<file path="config.mk">
export PLATFORM = sky130hd
export DESIGN_NAME = mstp_frame_receiver_unit_flat
export DESIGN_NICKNAME = d
export VERILOG_FILES = /design/src/sv/mfr_pkg.sv /design/src/sv/mfr_stream_if.sv /design/src/sv/mfr_datapath.sv /design/src/sv/mfr_ctrl.sv /design/src/sv/mstp_frame_receiver_unit.sv /design/src/flat_wrapper.sv
export SDC_FILE = /design/constraint.sdc
export NUM_CORES = 1
export LEC_CHECK = 0
export BUFFER_PORTS_ARGS = -buffer_cell sky130_fd_sc_hd__buf_2
export CAP_MARGIN = 20
export CORE_AREA = 2 2 329 331
export CTS_CLUSTER_SIZE = 28
export DETAILED_ROUTE_END_ITERATION = 10
export DIE_AREA = 0 0 331 333
export PLACE_DENSITY_LB_ADDON = 0.05
export SLEW_MARGIN = 20
export SYNTH_ARGS = -nofsm -noshare
export SYNTH_HDL_FRONTEND = slang
export SYNTH_SLANG_ARGS = --single-unit
</file>
<file path="constraint.sdc">
create_clock -name clk_i -period 13.65 [get_ports clk_i]
set_clock_uncertainty 0.15 [all_clocks]
set_input_delay 1.365 -clock clk_i [delete_from_list [all_inputs] [get_ports clk_i]]
set_output_delay 1.365 -clock clk_i [all_outputs]
set_load 0.02 [all_outputs]
</file>
<file path="src/sv/mfr_pkg.sv">
// ----------------------------------------------------------------------------
// MS/TP frame receiver package
// Shared types, codes and constants of the frame receiver.
// ----------------------------------------------------------------------------
`timescale 1ns / 1ps
`default_nettype none

package mfr_pkg;

  localparam int unsigned COUNT_WIDTH = 32;

  localparam logic [7:0]  PRE0          = 8'h55;
  localparam logic [7:0]  PRE1          = 8'hFF;
  localparam int unsigned HDR_LEN       = 8;
  localparam logic [2:0]  HDR_LAST      = 3'(HDR_LEN - 1);
  localparam logic [15:0] MAX_LEN_RESET = 16'd501;

  localparam logic [7:0] TYPE_TOKEN = 8'd0;
  localparam logic [7:0] TYPE_PFM   = 8'd1;
  localparam logic [7:0] TYPE_REPLY = 8'd2;
  localparam logic [7:0] TYPE_DATA0 = 8'd5;
  localparam logic [7:0] TYPE_DATA1 = 8'd6;

  localparam int unsigned NUM_CNT   = 7;
  localparam logic [2:0]  C_FRAME   = 3'd0;
  localparam logic [2:0]  C_TOKEN   = 3'd1;
  localparam logic [2:0]  C_PFM     = 3'd2;
  localparam logic [2:0]  C_REPLY   = 3'd3;
  localparam logic [2:0]  C_DATA    = 3'd4;
  localparam logic [2:0]  C_INVALID = 3'd5;
  localparam logic [2:0]  C_NOISE   = 3'd6;

  typedef enum logic [1:0] {
    EV_NONE    = 2'd0,
    EV_FRAME   = 2'd1,
    EV_INVALID = 2'd2
  } event_e;

  typedef struct packed {
    logic [7:0] rx_byte;
  } rx_item_t;

  typedef struct packed {
    logic [1:0]  event_res;
    logic [7:0]  frame_type;
    logic [15:0] data_length;
    logic [31:0] frame_count;
    logic [31:0] token_count;
    logic [31:0] poll_master_count;
    logic [31:0] reply_poll_count;
    logic [31:0] data_frame_count;
    logic [31:0] invalid_count;
    logic [31:0] noise_count;
  } result_t;

  typedef struct packed {
    logic capture;
    logic step;
    logic scan;
    logic emit;
  } cmd_t;

  typedef struct packed {
    logic reject;
    logic scan_done;
  } status_t;

endpackage

`default_nettype wire

</file>
<file path="src/sv/mfr_stream_if.sv">
// ----------------------------------------------------------------------------
// MS/TP frame receiver stream interface
// Valid/ready channel carrying one payload item per transfer.
// ----------------------------------------------------------------------------
`timescale 1ns / 1ps
`default_nettype none

interface mfr_stream_if #(
  parameter type payload_t = logic [7:0]
);
  logic     valid;
  logic     ready;
  payload_t data;

  modport source (output valid, output data, input ready);
  modport sink   (input valid, input data, output ready);
endinterface

`default_nettype wire

</file>
<file path="src/sv/mfr_datapath.sv">
// ----------------------------------------------------------------------------
// MS/TP frame receiver datapath
// Header window, payload skip counter, event counters and result register.
// ----------------------------------------------------------------------------
`timescale 1ns / 1ps
`default_nettype none

module mfr_datapath #(
  parameter int unsigned COUNT_WIDTH = mfr_pkg::COUNT_WIDTH
) (
  input  wire logic             clk_i,
  input  wire logic             rst_ni,
  input  wire logic             cfg_we_i,
  input  wire logic [15:0]      cfg_wdata_i,
  input  wire logic [7:0]       rx_byte_i,
  input  wire mfr_pkg::cmd_t    cmd_i,
  output mfr_pkg::status_t      status_o,
  output mfr_pkg::result_t      result_o
);

  logic [15:0] max_len_q;
  logic [7:0]  byte_q, byte_d;
  logic [7:0]  win_q [8];
  logic [7:0]  win_d [8];
  logic [2:0]  fill_q, fill_d;
  logic [16:0] rem_q, rem_d;
  logic [7:0]  ptype_q, ptype_d;
  logic [15:0] plen_q, plen_d;
  logic [COUNT_WIDTH-1:0] cnt_q [mfr_pkg::NUM_CNT];
  logic [COUNT_WIDTH-1:0] cnt_d [mfr_pkg::NUM_CNT];
  mfr_pkg::event_e ev_q, ev_d;
  logic [7:0]  etype_q, etype_d;
  logic [15:0] elen_q, elen_d;
  mfr_pkg::result_t res_q, res_d;

  logic        pre_front;
  logic [15:0] hdr_len;
  logic        frame_inc;
  logic [7:0]  frame_t;

  assign pre_front = (win_q[0] == mfr_pkg::PRE0) && (win_q[1] == mfr_pkg::PRE1);
  assign hdr_len   = {win_q[5], win_q[6]};

  assign status_o.reject    = (rem_q == 17'd0) && (fill_q == mfr_pkg::HDR_LAST) &&
                              (hdr_len > max_len_q);
  assign status_o.scan_done = (fill_q < 3'd2) || pre_front;

  always_comb begin
    byte_d    = byte_q;
    win_d     = win_q;
    fill_d    = fill_q;
    rem_d     = rem_q;
    ptype_d   = ptype_q;
    plen_d    = plen_q;
    cnt_d     = cnt_q;
    ev_d      = ev_q;
    etype_d   = etype_q;
    elen_d    = elen_q;
    res_d     = res_q;
    frame_inc = 1'b0;
    frame_t   = ptype_q;

    if (cmd_i.capture) begin
      byte_d = rx_byte_i;
    end

    if (cmd_i.step) begin
      ev_d    = mfr_pkg::EV_NONE;
      etype_d = 8'd0;
      elen_d  = 16'd0;
      if (rem_q != 17'd0) begin
        rem_d = rem_q - 17'd1;
        if (rem_q == 17'd1) begin
          frame_inc = 1'b1;
          frame_t   = ptype_q;
          ev_d      = mfr_pkg::EV_FRAME;
          etype_d   = ptype_q;
          elen_d    = plen_q;
        end
      end else if (fill_q == mfr_pkg::HDR_LAST) begin
        if (status_o.reject) begin
          cnt_d[mfr_pkg::C_INVALID] = cnt_q[mfr_pkg::C_INVALID] + COUNT_WIDTH'(1);
          ev_d    = mfr_pkg::EV_INVALID;
          etype_d = win_q[2];
          elen_d  = hdr_len;
          // drop the first header byte
          for (int i = 0; i < 6; i++) begin
            win_d[i] = win_q[i+1];
          end
          win_d[6] = byte_q;
          fill_d   = mfr_pkg::HDR_LAST;
        end else if (hdr_len == 16'd0) begin
          frame_inc = 1'b1;
          frame_t   = win_q[2];
          ev_d      = mfr_pkg::EV_FRAME;
          etype_d   = win_q[2];
          fill_d    = 3'd0;
        end else begin
          ptype_d = win_q[2];
          plen_d  = hdr_len;
          rem_d   = {1'b0, hdr_len} + 17'd2;
          fill_d  = 3'd0;
        end
      end else if (fill_q == 3'd1) begin
        if ((win_q[0] == mfr_pkg::PRE0) && (byte_q == mfr_pkg::PRE1)) begin
          win_d[1] = byte_q;
          fill_d   = 3'd2;
        end else begin
          cnt_d[mfr_pkg::C_NOISE] = cnt_q[mfr_pkg::C_NOISE] + COUNT_WIDTH'(1);
          win_d[0] = byte_q;
        end
      end else begin
        win_d[fill_q] = byte_q;
        fill_d        = fill_q + 3'd1;
      end
    end

    if (cmd_i.scan && !status_o.scan_done) begin
      for (int i = 0; i < 7; i++) begin
        win_d[i] = win_q[i+1];
      end
      fill_d = fill_q - 3'd1;
      cnt_d[mfr_pkg::C_NOISE] = cnt_q[mfr_pkg::C_NOISE] + COUNT_WIDTH'(1);
    end

    if (frame_inc) begin
      cnt_d[mfr_pkg::C_FRAME] = cnt_q[mfr_pkg::C_FRAME] + COUNT_WIDTH'(1);
      case (frame_t)
        mfr_pkg::TYPE_TOKEN: begin
          cnt_d[mfr_pkg::C_TOKEN] = cnt_q[mfr_pkg::C_TOKEN] + COUNT_WIDTH'(1);
        end
        mfr_pkg::TYPE_PFM: begin
          cnt_d[mfr_pkg::C_PFM] = cnt_q[mfr_pkg::C_PFM] + COUNT_WIDTH'(1);
        end
        mfr_pkg::TYPE_REPLY: begin
          cnt_d[mfr_pkg::C_REPLY] = cnt_q[mfr_pkg::C_REPLY] + COUNT_WIDTH'(1);
        end
        mfr_pkg::TYPE_DATA0, mfr_pkg::TYPE_DATA1: begin
          cnt_d[mfr_pkg::C_DATA] = cnt_q[mfr_pkg::C_DATA] + COUNT_WIDTH'(1);
        end
        default: begin
        end
      endcase
    end

    if (cmd_i.emit) begin
      res_d.event_res         = ev_q;
      res_d.frame_type        = etype_q;
      res_d.data_length       = elen_q;
      res_d.frame_count       = 32'(cnt_q[mfr_pkg::C_FRAME]);
      res_d.token_count       = 32'(cnt_q[mfr_pkg::C_TOKEN]);
      res_d.poll_master_count = 32'(cnt_q[mfr_pkg::C_PFM]);
      res_d.reply_poll_count  = 32'(cnt_q[mfr_pkg::C_REPLY]);
      res_d.data_frame_count  = 32'(cnt_q[mfr_pkg::C_DATA]);
      res_d.invalid_count     = 32'(cnt_q[mfr_pkg::C_INVALID]);
      res_d.noise_count       = 32'(cnt_q[mfr_pkg::C_NOISE]);
    end
  end

  always_ff @(posedge clk_i or negedge rst_ni) begin
    if (!rst_ni) begin
      max_len_q <= mfr_pkg::MAX_LEN_RESET;
      fill_q    <= 3'd0;
      rem_q     <= 17'd0;
      for (int i = 0; i < mfr_pkg::NUM_CNT; i++) begin
        cnt_q[i] <= '0;
      end
    end else begin
      if (cfg_we_i) begin
        max_len_q <= cfg_wdata_i;
      end
      fill_q <= fill_d;
      rem_q  <= rem_d;
      cnt_q  <= cnt_d;
    end
  end

  always_ff @(posedge clk_i) begin
    byte_q  <= byte_d;
    win_q   <= win_d;
    ptype_q <= ptype_d;
    plen_q  <= plen_d;
    ev_q    <= ev_d;
    etype_q <= etype_d;
    elen_q  <= elen_d;
    res_q   <= res_d;
  end

  assign result_o = res_q;

endmodule

`default_nettype wire

</file>
<file path="src/sv/mfr_ctrl.sv">
// ----------------------------------------------------------------------------
// MS/TP frame receiver controller
// Sequences capture, step, rescan and result hand-off for each byte.
// ----------------------------------------------------------------------------
`timescale 1ns / 1ps
`default_nettype none

module mfr_ctrl (
  input  wire logic              clk_i,
  input  wire logic              rst_ni,
  input  wire logic              in_valid_i,
  output logic                   in_ready_o,
  output logic                   out_valid_o,
  input  wire logic              out_ready_i,
  input  wire mfr_pkg::status_t  status_i,
  output mfr_pkg::cmd_t          cmd_o
);

  typedef enum logic [3:0] {
    S_IDLE = 4'b0001,
    S_STEP = 4'b0010,
    S_SCAN = 4'b0100,
    S_EMIT = 4'b1000
  } state_e;

  state_e state_q, state_d;
  logic   out_valid_q, out_valid_d;

  always_comb begin
    state_d     = state_q;
    cmd_o       = '0;
    in_ready_o  = 1'b0;
    out_valid_d = out_valid_q && !out_ready_i;
    case (state_q)
      S_IDLE: begin
        in_ready_o = 1'b1;
        if (in_valid_i) begin
          cmd_o.capture = 1'b1;
          state_d       = S_STEP;
        end
      end
      S_STEP: begin
        cmd_o.step = 1'b1;
        state_d    = status_i.reject ? S_SCAN : S_EMIT;
      end
      S_SCAN: begin
        cmd_o.scan = 1'b1;
        if (status_i.scan_done) begin
          state_d = S_EMIT;
        end
      end
      S_EMIT: begin
        // hold until the output register is free
        if (!out_valid_q || out_ready_i) begin
          cmd_o.emit  = 1'b1;
          out_valid_d = 1'b1;
          state_d     = S_IDLE;
        end
      end
      default: begin
        state_d = S_IDLE;
      end
    endcase
  end

  always_ff @(posedge clk_i or negedge rst_ni) begin
    if (!rst_ni) begin
      state_q     <= S_IDLE;
      out_valid_q <= 1'b0;
    end else begin
      state_q     <= state_d;
      out_valid_q <= out_valid_d;
    end
  end

  assign out_valid_o = out_valid_q;

endmodule

`default_nettype wire

</file>
<file path="src/sv/mstp_frame_receiver_unit.sv">
// ----------------------------------------------------------------------------
// MS/TP frame receiver unit
// Byte-serial frame receiver with preamble hunt, length check and counters.
// ----------------------------------------------------------------------------
// Usage:
//   rx_i carries one received serial byte per transfer; res_o returns exactly
//   one result per byte: the event code, the header type and length of a
//   completed or rejected frame, and the seven event counters.
//   cfg_we_i / cfg_wdata_i write the largest accepted data length; write it
//   only while no byte is in flight.
//   A byte is taken in the idle state, processed in the step state in the
//   next cycle, and its result is loaded into the output register in the
//   emit state. A header rejected for its length first passes through the
//   scan state, which drops one byte per shift step of the window register
//   until a preamble stands at the window front or fewer than two bytes remain.
//   A new byte is taken only once the previous result has been loaded.
//   A new byte is taken while the previous result still waits in the output
//   register; when the receiver stalls, the next result holds in its final
//   cycle until the output register is free.
//   Reset empties the window, clears the skip counter and all counters, and
//   sets the length limit to 501; no result is pending after reset.
// ----------------------------------------------------------------------------
`timescale 1ns / 1ps
`default_nettype none

module mstp_frame_receiver_unit #(
  parameter int unsigned COUNT_WIDTH = mfr_pkg::COUNT_WIDTH
) (
  input  wire logic        clk_i,
  input  wire logic        rst_ni,
  input  wire logic        cfg_we_i,
  input  wire logic [15:0] cfg_wdata_i,
  mfr_stream_if.sink       rx_i,
  mfr_stream_if.source     res_o
);

  mfr_pkg::cmd_t    cmd;
  mfr_pkg::status_t status;
  mfr_pkg::result_t result;

  mfr_ctrl u_ctrl (
    .clk_i       (clk_i),
    .rst_ni      (rst_ni),
    .in_valid_i  (rx_i.valid),
    .in_ready_o  (rx_i.ready),
    .out_valid_o (res_o.valid),
    .out_ready_i (res_o.ready),
    .status_i    (status),
    .cmd_o       (cmd)
  );

  mfr_datapath #(
    .COUNT_WIDTH (COUNT_WIDTH)
  ) u_datapath (
    .clk_i       (clk_i),
    .rst_ni      (rst_ni),
    .cfg_we_i    (cfg_we_i),
    .cfg_wdata_i (cfg_wdata_i),
    .rx_byte_i   (rx_i.data.rx_byte),
    .cmd_i       (cmd),
    .status_o    (status),
    .result_o    (result)
  );

  assign res_o.data = result;

`ifndef ASSERT_OFF
  a_one_byte_in_flight : assert property (
    @(posedge clk_i) disable iff (!rst_ni)
    (rx_i.valid && rx_i.ready) |=> !rx_i.ready
  ) else $error("byte transfer not followed by busy");

  a_event_code : assert property (
    @(posedge clk_i) disable iff (!rst_ni)
    res_o.valid |-> (res_o.data.event_res == mfr_pkg::EV_NONE ||
                     res_o.data.event_res == mfr_pkg::EV_FRAME ||
                     res_o.data.event_res == mfr_pkg::EV_INVALID)
  ) else $error("undefined event code");

  a_idle_header_zero : assert property (
    @(posedge clk_i) disable iff (!rst_ni)
    (res_o.valid && res_o.data.event_res == mfr_pkg::EV_NONE) |->
      (res_o.data.frame_type == 8'd0 && res_o.data.data_length == 16'd0)
  ) else $error("header fields set without an event");
`endif

endmodule

`default_nettype wire

</file>
<file path="src/flat_wrapper.sv">
// flat-port wrapper written by rule: the top's interface ports become plain ports
module mstp_frame_receiver_unit_flat 
#(
  parameter int unsigned COUNT_WIDTH = mfr_pkg::COUNT_WIDTH
)
  (clk_i, rst_ni, cfg_we_i, cfg_wdata_i, rx_i_valid, rx_i_data, rx_i_ready, res_o_valid, res_o_data, res_o_ready);
  mfr_stream_if #(.payload_t(mfr_pkg::rx_item_t)) rx_i_i ();
  mfr_stream_if #(.payload_t(mfr_pkg::result_t)) res_o_i ();
  input  wire logic clk_i;
  input  wire logic rst_ni;
  input  wire logic cfg_we_i;
  input  wire logic [15:0] cfg_wdata_i;
  input wire logic [$bits(rx_i_i.valid)-1:0] rx_i_valid;
  input wire logic [$bits(rx_i_i.data)-1:0] rx_i_data;
  output wire logic [$bits(rx_i_i.ready)-1:0] rx_i_ready;
  output wire logic [$bits(res_o_i.valid)-1:0] res_o_valid;
  output wire logic [$bits(res_o_i.data)-1:0] res_o_data;
  input wire logic [$bits(res_o_i.ready)-1:0] res_o_ready;
  assign rx_i_i.valid = rx_i_valid;
  assign rx_i_i.data = rx_i_data;
  assign rx_i_ready = rx_i_i.ready;
  assign res_o_valid = res_o_i.valid;
  assign res_o_data = res_o_i.data;
  assign res_o_i.ready = res_o_ready;
  mstp_frame_receiver_unit #(.COUNT_WIDTH(COUNT_WIDTH)) u_core (.clk_i(clk_i), .rst_ni(rst_ni), .cfg_we_i(cfg_we_i), .cfg_wdata_i(cfg_wdata_i), .rx_i(rx_i_i), .res_o(res_o_i));
endmodule
</file>
==> results.md <==
* Number of synthesized flops with an enable pin at 372
* Vias in the first global route at 16300
* Area of the mapped netlist at 25400 µm²
* Yosys cell types at 70
* Port Buffer Count at 280
* Cts hold-fix bufs at 0
* HPWL Detailed at 48.9 mm
* Reg-to-reg slack, setup at 8.66 ns
* CTS resizes at 0
* Post-Syn Instances at 1856
* Minimum clock period at 4.99 ns
* Crit Path Category: reg -> reg
* Global placement routability congestion at 0.748
* Least-Margin Pin Slew at 1.07 ns
* Design area at 31200 µm²
* CTS H-tree lvls at 3
* Post-Route WL at 71.1 mm
* Post-CTS setup buffers at 0
* Syn-to-layout area delta at 22.8%
* Share of layout cells above drive strength 1 at 0.202
* CP Launch Type: flip-flop
* Peak VDD IR at 0.0000696 V
* Via density per instance at 4.33
* Worst-Skew Late Latency at 0.65 ns
* CTS sink cnt at 637
* CTS root buffer: clkbuf_16
* CP cell instances: ha_1 -> a21oi_1 -> o21ai_0 -> a221oi_1 -> a31oi_1 -> buf_4 -> a211o_1 -> a2111oi_4 -> nand4_1 -> nor3_1 -> xor2_1
* Register area share after synthesis at 0.702
* Reg2reg path depth at 11
* Leak at 12.9 nW
* Reg clk slew, reported paths at 0.06 ns
* Synthesis Warnings at 0
* Setup violators final at 0
* Final Hold Fails at 0
* Top Ports at 281
* Syn_area_per_cell at 13.7 µm²
* Largest fanout on the critical path at 15
* Capturing point of the worst reg2reg path: u_core.u_datapath.cnt_q[90]
* Slowest cell on crit path: a221oi_1
* Largest net degree at the start of global routing at 172
* Power per Cell Area at 149 nW/µm²
* Post-route DRC violation count at 0
* Family with the most delay on the worst path: compound AO/OA/AOI/OAI gates
* Buf/Inv on CP at 1
* RSZ-0062 raised after global routing: no
* Max incr delay on CP at 0.80 ns
* Asr flop ratio synth at 0.416
* CP Depth at 11
* Period utilisation layout at 0.365
* CP arrival at 5.40 ns
* # Max-Cap Violations at 0
* Worst R2R Start: u_core.u_datapath.hdr_len[7]
* Syn nets at 1916
* Synth Flop Type: edfxtp_1
* Die width at 331 µm
* Layout Utilization at 0.293
* Std cell rows at 120
* CP required at 14.06 ns
* Relative slew slack at 0.277
* Vias at 15900
* Layout net count at 2246
* Die H at 333 µm
* Detailed Routing Iterations Pass 1 at 5
* Max-slew violation count at 0
* #FFs+latches synth at 637
* CTS tree: yes
* Initial antenna violation count at 3
* Initial core utilization at 0.238
* Critical Path Sink: u_core.u_datapath.cnt_q[90]
* CTS buffer count at 79
* Maximum clock insertion buffer count at 3
* TNS Setup at 0 ns
* Grt total ovfl at 0
* Status: finished, final reports clean
* Die area at 110000 µm²
* Placed instance area at 28500 µm²
* Crit path launch: u_core.u_datapath.hdr_len[7]
* Antenna-violating nets left at 0
* Worst hold-check path type: reg -> reg
* Total power at 0.00464 W
* First-pass GRT wire length at 108 mm
* DR iter-0 viols at 1009
* GR Util All Layers at 0.129
* Routed WL per cell at 19.4 µm
* Max Clk Rate at 200 MHz
* Crit. End Element: flip-flop
* Core area at 107000 µm²
[cell usage after synthesis (3+ instances only)]
| cell | instances | share of area |
|---|---|---|
| a22o_1 | 50 | 0.017 |
| edfxtp_1 | 372 | 0.44 |
| o22ai_1 | 3 | 0.00074 |
| nand2b_1 | 5 | 0.0012 |
| inv_1 | 51 | 0.0075 |
| nand3_1 | 85 | 0.017 |
| nor2b_1 | 9 | 0.0022 |
| buf_2 | 4 | 0.00079 |
| and4_1 | 20 | 0.0069 |
| xor2_1 | 103 | 0.036 |
| xnor2_1 | 128 | 0.044 |
| and3_1 | 55 | 0.014 |
| nor4bb_1 | 3 | 0.0012 |
| or4_1 | 5 | 0.0015 |
| a31oi_1 | 4 | 0.00099 |
| nand4_1 | 60 | 0.015 |
| a32oi_1 | 4 | 0.0014 |
| and2_1 | 8 | 0.0020 |
| ha_1 | 31 | 0.015 |
| a21oi_1 | 35 | 0.0069 |
| nor3_1 | 57 | 0.011 |
| a211oi_1 | 5 | 0.0015 |
| o31ai_1 | 3 | 0.00089 |
| clkbuf_1 | 43 | 0.0064 |
| dfstp_2 | 8 | 0.0083 |
| a22oi_1 | 4 | 0.0012 |
| nor2_1 | 89 | 0.013 |
| or3_1 | 11 | 0.0027 |
| mux2_2 | 7 | 0.0031 |
| nor4_1 | 29 | 0.0071 |
| dfrtp_1 | 257 | 0.25 |
| o22a_1 | 6 | 0.0021 |
| o21a_1 | 3 | 0.00089 |
| o21ai_0 | 67 | 0.013 |
| nand2_1 | 188 | 0.028 |
[logic make-up (layout without fill, tap and decap cells)]
family                   count (synthesis)  count (layout)  synth area share
AO/OA/AOI/OAI                          207             207            0.0556
XOR/XNOR                               231             231            0.0797
adder cells (fa/ha/maj)                 31              31            0.0153
buffers and inverters                  102             497            0.0153
flip-flops                             637             637             0.702
multiplexers                             9               9           0.00389
other                                    0               4                 0
AND/OR/NAND/NOR                        639             639             0.129
[worst register-to-register path, delay by kind of cell, from the launching register on]
family | cells | cell delay [ns]
AOI/OAI and AO/OA | 6 | 2.26
and+or+nand+nor | 2 | 1.14
buffers and inverters | 1 | 0.23
adders and majority gates | 1 | 0.39
xor gates and xnor gates | 1 | 0.17
DFF | 1 | 0.57
[state kept, by name, indices dropped and copies added, names as in the netlist, 3 cells and up]
signal and count:
u_core.u_datapath.win_q 48, u_core.u_datapath.plen_q 16, u_core.u_datapath.cnt_q 224, u_core.u_ctrl.state_q 4, u_core.u_datapath.max_len_q 16, u_core.u_datapath.byte_q 8
u_core.u_datapath.hdr_len 16, u_core.u_datapath.fill_q 3, u_core.u_datapath.elen_q 16, u_core.u_datapath.rem_q 17, u_core.u_datapath.result_o 250, u_core.u_datapath.ptype_q 8
u_core.u_datapath.etype_q 8
[stage by stage]
stage	worst slack, ns	instances	hold slack [ns]
final	8.66	3658	0.272
after global routing	8.26	3654	0.279
after CTS	8.57	3653	0.275
after detailed placement	8.60	3507	0.255
after global placement	8.68	3507	0.260
after floorplan	0.867	1856	0.250
[worst min path at each step]
stage | start | end | slack [ns] | depth (start not counted)
2_1_floorplan | u_core.u_datapath.elen_q[0] | u_core.u_datapath.result_o[224] | 0.25 | 0
6_report | u_core.u_datapath.elen_q[14] | u_core.u_datapath.result_o[238] | 0.27 | 0
4_1_cts | u_core.u_datapath.elen_q[9] | u_core.u_datapath.result_o[233] | 0.28 | 0
5_1_grt | u_core.u_datapath.elen_q[9] | u_core.u_datapath.result_o[233] | 0.28 | 0
3_3_place_gp | u_core.u_datapath.elen_q[10] | u_core.u_datapath.result_o[234] | 0.26 | 0
3_5_place_dp | u_core.u_datapath.elen_q[14] | u_core.u_datapath.result_o[238] | 0.25 | 0
[power by group]
group / internal [W] / switching (W) / total [W]
clock network: 0.00125 / 0.000857 / 0.00211
registers: 0.00213 / 0.0000758 / 0.00221
logic: 0.0000976 / 0.000233 / 0.000330
total: 0.00348 / 0.00117 / 0.00464
[final cells by class]
class	instances	area (µm²)
inverters	53	199
clock buffers	98	2140
well taps	1403	1760
clock inverters	48	474
repair buffers	298	1580
fillers	10900	75400
flip-flops and latches	637	17800
multi-input cells	1117	7220
diodes	4	10.0
[layer usage]
metal	track usage	wire length [µm]
met1	0.178	33400
met2	0.197	32100
met3	0.0321	4060
met4	0.0417	1640
met5	0	0
[cell usage in the layout, fill, tap and decap left out, drive strengths merged, types with 69 or more instances in the layout]
master / synthesis / routed
edfxtp: 372 / 372
buf: 6 / 298
dfrtp: 257 / 257
nand2: 188 / 188
xnor2: 128 / 128
xor2: 103 / 103
clkbuf: 43 / 98
nor2: 89 / 89
nand3: 85 / 85
o21ai: 69 / 69
(Power assumes the default switching activity.)
